**src/rtl/core/vfcl_pkg.sv**
```systemverilog
// ----------------------------------------------------------------------------
// vfcl_pkg
// Shared types and constants of the voxel face culler: command codes, face
// codes, block types, render layers and the controller/datapath bundles.
// ----------------------------------------------------------------------------
package vfcl_pkg;

	typedef logic [1:0] command_t;
	typedef logic [2:0] face_t;
	typedef logic [3:0] block_t;

	localparam command_t CMD_LOAD  = 2'd0;
	localparam command_t CMD_LIGHT = 2'd1;
	localparam command_t CMD_MESH  = 2'd2;

	// config register indexes
	localparam logic REG_CHUNK_X = 1'b0;
	localparam logic REG_CHUNK_Z = 1'b1;

	localparam face_t FACE_FRONT  = 3'd0;
	localparam face_t FACE_BACK   = 3'd1;
	localparam face_t FACE_TOP    = 3'd2;
	localparam face_t FACE_BOTTOM = 3'd3;
	localparam face_t FACE_RIGHT  = 3'd4;
	localparam face_t FACE_LEFT   = 3'd5;

	localparam block_t BT_EMPTY  = 4'd0;
	localparam block_t BT_GRASS  = 4'd4;
	localparam block_t BT_LEAVES = 4'd7;
	localparam block_t BT_SNOW   = 4'd9;

	localparam block_t LAYER_BOTTOM     = 4'd1;
	localparam block_t LAYER_GRASS_SIDE = 4'd8;
	localparam block_t LAYER_SNOW_SIDE  = 4'd11;

	localparam logic [7:0] BRIGHT_LIT  = 8'd255;
	localparam logic [7:0] BRIGHT_DARK = 8'd60;

	// controller to datapath
	typedef struct packed {
		logic clear;
		logic load_we;
		logic light_init;
		logic light_issue;
		logic capture;
		logic mesh_issue;
		logic emit;
	} ctrl_t;

	// datapath to controller
	typedef struct packed {
		logic clr_last;
		logic light_last;
		logic rd_last;
		logic mask_empty;
	} stat_t;

endpackage

```
**src/rtl/core/vfcl_ctrl.sv**
```systemverilog
// ----------------------------------------------------------------------------
// vfcl_ctrl
// Controller: sequences the clearing pass, loads, the lighting scan and the
// read and emit phases of a mesh request.
// ----------------------------------------------------------------------------
module vfcl_ctrl (
	input  logic              clk,
	input  logic              arst_n,
	input  logic              valid,
	input  vfcl_pkg::command_t command,
	output logic              ready,
	input  vfcl_pkg::stat_t   stat,
	output vfcl_pkg::ctrl_t   ctrl
);

	typedef enum logic [6:0] {
		S_CLEAR  = 7'b0000001,
		S_IDLE   = 7'b0000010,
		S_LIGHT  = 7'b0000100,
		S_LDRAIN = 7'b0001000,
		S_MREAD  = 7'b0010000,
		S_MWAIT  = 7'b0100000,
		S_MEMIT  = 7'b1000000
	} state_t;

	state_t state_q, state_d;
	logic   accept;

	assign ready  = (state_q == S_IDLE);
	assign accept = valid & ready;

	always_comb begin
		state_d          = state_q;
		ctrl             = '0;
		ctrl.clear       = (state_q == S_CLEAR);
		ctrl.light_issue = (state_q == S_LIGHT);
		ctrl.mesh_issue  = (state_q == S_MREAD);
		ctrl.emit        = (state_q == S_MEMIT);
		case (state_q)
			S_CLEAR: begin
				if (stat.clr_last) state_d = S_IDLE;
			end
			S_IDLE: begin
				if (accept) begin
					case (command)
						vfcl_pkg::CMD_LOAD: ctrl.load_we = 1'b1;
						vfcl_pkg::CMD_LIGHT: begin
							ctrl.light_init = 1'b1;
							state_d         = S_LIGHT;
						end
						vfcl_pkg::CMD_MESH: begin
							ctrl.capture = 1'b1;
							state_d      = S_MREAD;
						end
						default: ;
					endcase
				end
			end
			S_LIGHT: begin
				if (stat.light_last) state_d = S_LDRAIN;
			end
			S_LDRAIN: state_d = S_IDLE;
			S_MREAD: begin
				if (stat.rd_last) state_d = S_MWAIT;
			end
			S_MWAIT: state_d = S_MEMIT;
			S_MEMIT: begin
				if (stat.mask_empty) state_d = S_IDLE;
			end
			default: state_d = S_IDLE;
		endcase
	end

	always_ff @(posedge clk or negedge arst_n) begin
		if (!arst_n) state_q <= S_CLEAR;
		else state_q <= state_d;
	end

endmodule

```
**config.mk**
```make
export PLATFORM = sky130hd
export DESIGN_NAME = vfcl_ctrl
export DESIGN_NICKNAME = d
export VERILOG_FILES = /design/src/rtl/core/vfcl_pkg.sv /design/src/rtl/core/vfcl_ctrl.sv
export SDC_FILE = /design/constraint.sdc
export NUM_CORES = 1
export LEC_CHECK = 0
export ABC_AREA = 0
export BUFFER_PORTS_ARGS = -buffer_cell sky130_fd_sc_hd__clkbuf_2
export CAP_MARGIN = 30
export CORE_AREA = 4 4 41 43
export CTS_CLUSTER_SIZE = 25
export DETAILED_ROUTE_END_ITERATION = 8
export DIE_AREA = 0 0 45 47
export SETUP_SLACK_MARGIN = 0.02
export SLEW_MARGIN = 20
export SYNTH_ARGS = -nofsm -noshare
export SYNTH_HDL_FRONTEND = slang
export SYNTH_SLANG_ARGS = --single-unit
export TNS_END_PERCENT = 100
```
**constraint.sdc**
```tcl
create_clock -name clk -period 1.4 [get_ports clk]
set_input_delay 0.21 -clock clk [delete_from_list [all_inputs] [get_ports clk]]
set_output_delay 0.21 -clock clk [all_outputs]
set_load 0.02 [all_outputs]
```
---- After elaboration in Yosys (flattened, before gate mapping) ----
Cells that the tools add are included.
storage, ports and cells
  memory bits (writable) .................. 0
  memories ................................ 0
  input port bits ......................... 9
  word-level logic and storage cells ...... 32
  bits in latches ......................... 0
  output and inout port bits .............. 8
  bits in read-only memories .............. 0
  register bits after elaboration ......... 7
operators by class
  bitwise operators ....................... 1
  shifts and indexed selects .............. 0
  divide/modulo/power cells ............... 0
  reduce and logical (&&, ||, !) cells .... 2
  $lt $le $gt $ge ......................... 0
  $add $sub $neg .......................... 0
  equal/unequal tests ..................... 14
  $mul .................................... 0
  multiplexer cells ....................... 14
operators with widths
  cell                number
  $pmux 7 s6          1
  $mux 7              5
  $pmux 7 s2          1
  $ne 2x2->1 const B  4
  $eq 7x1->1 const B  1
  $eq 7x2->1 const B  1
  $eq 7x3->1 const B  1
  $eq 7x5->1 const B  1
  $eq 7x6->1 const B  1
  $eq 7x7->1 const B  1
  $reduce_and 6->1    1
  $mux 1              5
  $mux 2              2
  $ne 3x1->1 const B  1
  $eq 2x1->1 const B  1
  $eq 2x2->1 const B  1
  $logic_not 2->1     1
  $ne 2x1->1 const B  1
  $and 1x1->1         1

---- Logic depth before layout (Yosys ltp) ----
  word-level depth ........................ 4
  gate-level depth with buffers ........... 4
  depth with buffers taken out ............ 4

---- Least setup slack after synthesis ----
OpenSTA, ideal clock, no wires.
  path kind ............................... register to output
  start ................................... register state_q[5]
  end ..................................... output ctrl[5] (netlist bit)
  cell stages (with the launch flop) ...... 4
  data required time ...................... 1.190 ns
  setup slack ............................. -0.281 ns
  arrival time ............................ 1.471 ns
  buffers on the path ..................... 0
  cell sequence ........................... dfrtp_1 -> nor4_4 -> nand4_4 -> nor3_1
RTL lines
  item                      RTL line         source
  start: declaration        vfcl_ctrl.sv:26  state_t state_q, state_d;
  start signal: assignment  vfcl_ctrl.sv:76  else state_q <= state_d;
  end: declaration          vfcl_ctrl.sv:13  output vfcl_pkg::ctrl_t ctrl

==> out/results.tsv <==
metric	value	unit
drt-pass1-iter-count	3	
nets	90	
fin_skew	0.004205	ns
fp.coreArea	0.001301	mm2
setup_violations	11	
hold_path_startpoint	stat[3]	
fillers	110	
yosysWarnings	0	
die_h	47	um
rsz0062_at_grt	yes	
port_buffers	16	
post-dp-hpwl	857.1	um
wl_per_cell	13.11	um
maxSlewHeadroom	0.7411	
seq_area_frac_synth	0.3874	
worst_slew_pin_slew	0.3829	ns
wl	1245	um
cp_cell_sequence	nor4_4 > nand4_4 > nor3b_4 > buf_6	
crit_path_start_kind	flop	
antenna_cells	0	
syn_area_per_cell	10.59	um2
vias	460	
cts_root_buffer	clkbuf_4	
max_cap_violations	0	
ys_ff_latch	7	
std_cell_rows	13	
gp_congestion	0.7884	
ios	17	
final_area	874.6	um2
ir_drop	0.0004536	V
violations	negative setup slack	
drtIter0Drc	2	
synthesis.area	455.4	um2
die_area	0.002115	mm2
cp_top_family	simple AND/OR/NAND/NOR gates	
grt_util_all_layers	0.1346	
fmax	0.5651	GHz
hold_depth	2	
yosys.area_share.adder	0	
status	finished with violations	
cts_tree	yes	
timing.final.ws_setup	-0.3697	ns
criticalPathCategory	flop to primary output	
endpoint_kind	primary output	
top_register	state_q	
leakagePower	0.3949	nW
syn_inst	43	
syn_nets	52	
initial_utilization	0.3500	
reg_top3	state_q x7	
synthSimpleGateAreaFrac	0.4203	
worst_path_largest_cell_delay	0.40	ns
slew_violations	0	
area_delta_synth_final	92.03	%
finalHoldViolCount	0	
fin_crit_sh	1.264	
placed_area	648.1	um2
fin_crit	1.770	ns
cts-buffers-inserted	3	
clock_sinks	7	
reg2reg_depth	6	
antenna_found_initial	0	
die_x	45	um
largest_register_ff_count	7	
rrSetupSlack	-0.16	ns
slowest_stage	dfrtp_1	
grt_max_degree	8	
vias_per_cell	4.842	
route.detailed.drc	0	
synth_top_family_by_area	simple AND/OR/NAND/NOR gates	
htreeDepth	1	
r2r-end	state_q[1]$_DFFE_PN0P_	
drive_gt1_frac	0.7375	
clockBufferDepth	2	
crit_fanout	4	
hold_end	state_q[0]$_DFFE_PN1P_	
grt_pass1_vias	470	
finalPower	0.0006340	W
antenna_left	0	
synth.distinct_cells	28	
p_per_area	724.9	mW/mm2
arrival	1.56	ns
synthMuxAreaShare	0.02473	
synth-xor-area-share	0.01923	
hp-class	input port to flop	
insertion_delay	0.24	ns
grt_overflow_total	0	
worst-path-stages	4	
synth_compound_area_frac	0.1071	
timing.rr.start	state_q[0]$_DFFE_PN1P_	
crit_buf_inv	1	
path_clk_slew	0.05	ns
grt_first_pass_wirelength	1994	um
worstPathRequired	1.19	ns
[logic make-up after synthesis]
group / count (synthesis)
flops: 7
mux: 1
compound gates: 6
xor+xnor: 1
simple gates: 24
buf+inv: 4
[power breakdown]
| group | switching, W | internal [W] |
|---|---|---|
| Sequential | 0.00000650 | 0.000212 |
| Clock | 0.0000670 | 0.000108 |
| Combinational | 0.000112 | 0.000128 |
[repair_timing]
item                                    4_1_cts  5_1_grt
endpoints found under the setup margin       11       13
hold buffers                                  1        0
endpoints found under the hold margin         6        0
pin swaps                                     8        7
cloned                                        0        0
gates resized for setup                      20       21
setup buffers                                 6        6
[cell usage after synthesis (all sizes together)]
| master | n | share of area |
|---|---|---|
| dfrtp | 6 | 0.33 |
| nor2 | 4 | 0.033 |
| inv | 3 | 0.025 |
| nor4 | 3 | 0.088 |
| and2 | 2 | 0.027 |
| nand2b | 2 | 0.027 |
| nor3 | 2 | 0.022 |
| nor4b | 2 | 0.038 |
| o22ai | 2 | 0.027 |
| a2111oi | 1 | 0.033 |
| a21o | 1 | 0.016 |
| and2b | 1 | 0.016 |
| and3 | 1 | 0.016 |
| buf | 1 | 0.016 |
| dfstp | 1 | 0.058 |
| mux2 | 1 | 0.025 |
| nand2 | 1 | 0.0082 |
| nand3 | 1 | 0.011 |
| nand4 | 1 | 0.047 |
| nor2b | 1 | 0.014 |
| nor3b | 1 | 0.041 |
| o21ai | 1 | 0.011 |
| o22a | 1 | 0.019 |
| or2b | 1 | 0.016 |
| or3 | 1 | 0.014 |
| xnor2 | 1 | 0.019 |
[how the worst max path moves through the flow]
stage | endpoint | from | slack, ns
after floorplan | ctrl[2] | state_q[4]$_DFFE_PN0P_ | -0.10
after global placement | ctrl[2] | state_q[4]$_DFFE_PN0P_ | -0.17
after detailed placement | ctrl[2] | state_q[4]$_DFFE_PN0P_ | -0.20
after CTS | ctrl[2] | state_q[4]$_DFFE_PN0P_ | -0.41
after global routing | ctrl[2] | state_q[5]$_DFFE_PN0P_ | -0.48
final | ctrl[2] | state_q[5]$_DFFE_PN0P_ | -0.37
[worst register-to-register path: stages, from the launching register on]
cell and delay (ns):
dfstp_2 0.57, buf_6 0.12, nor4b_4 0.04, buf_4 0.12, buf_4 0.12, a2111oi_2 0.32, o22a_1 0.21
[placed cells by master (no fill, tap or decap), types with 2 or more instances in the layout]
cell	count
buf_6	8
clkbuf_4	3
nand2b_1	2
nor2_1	2
buf_8	2
buf_4	14
inv_1	2
nor2_4	2
o22ai_2	2
dfrtp_1	5
clkbuf_2	8
nor4_4	2
nor3_2	2
[area by class of cell]
cell class	count	area, um2	area share
well taps	15	18.77	0.02146
flip-flops and latches	7	177.7	0.2031
clock buffers	4	26.28	0.03004
inverters	3	11.26	0.01288
multi-input cells	32	351.6	0.4020
repair buffers	34	289.0	0.3305
[metrics by stage]
step	setup slack (ns)	hold slack, ns	TNS, ns	utilization	instances
after floorplan	-0.1003	-0.08559	-0.3721	-	43
after global placement	-0.1672	0.04815	-0.5231	0.4981	82
after detailed placement	-0.2021	0.05173	-0.6883	0.4981	82
after CTS	-0.4118	0.1134	-2.571	0.6106	91
after global routing	-0.4767	0.1095	-3.533	0.6721	95
final	-0.3697	0.1270	-2.670	0.6721	95
[metal layers]
layer,routed length [um],global-route usage,share of wire
met4,15,0.05263,0.012
met5,0,0,0
met1,472,0.1465,0.38
met3,66,0.03831,0.053
met2,690,0.2458,0.55
(Power assumes the default switching activity.)
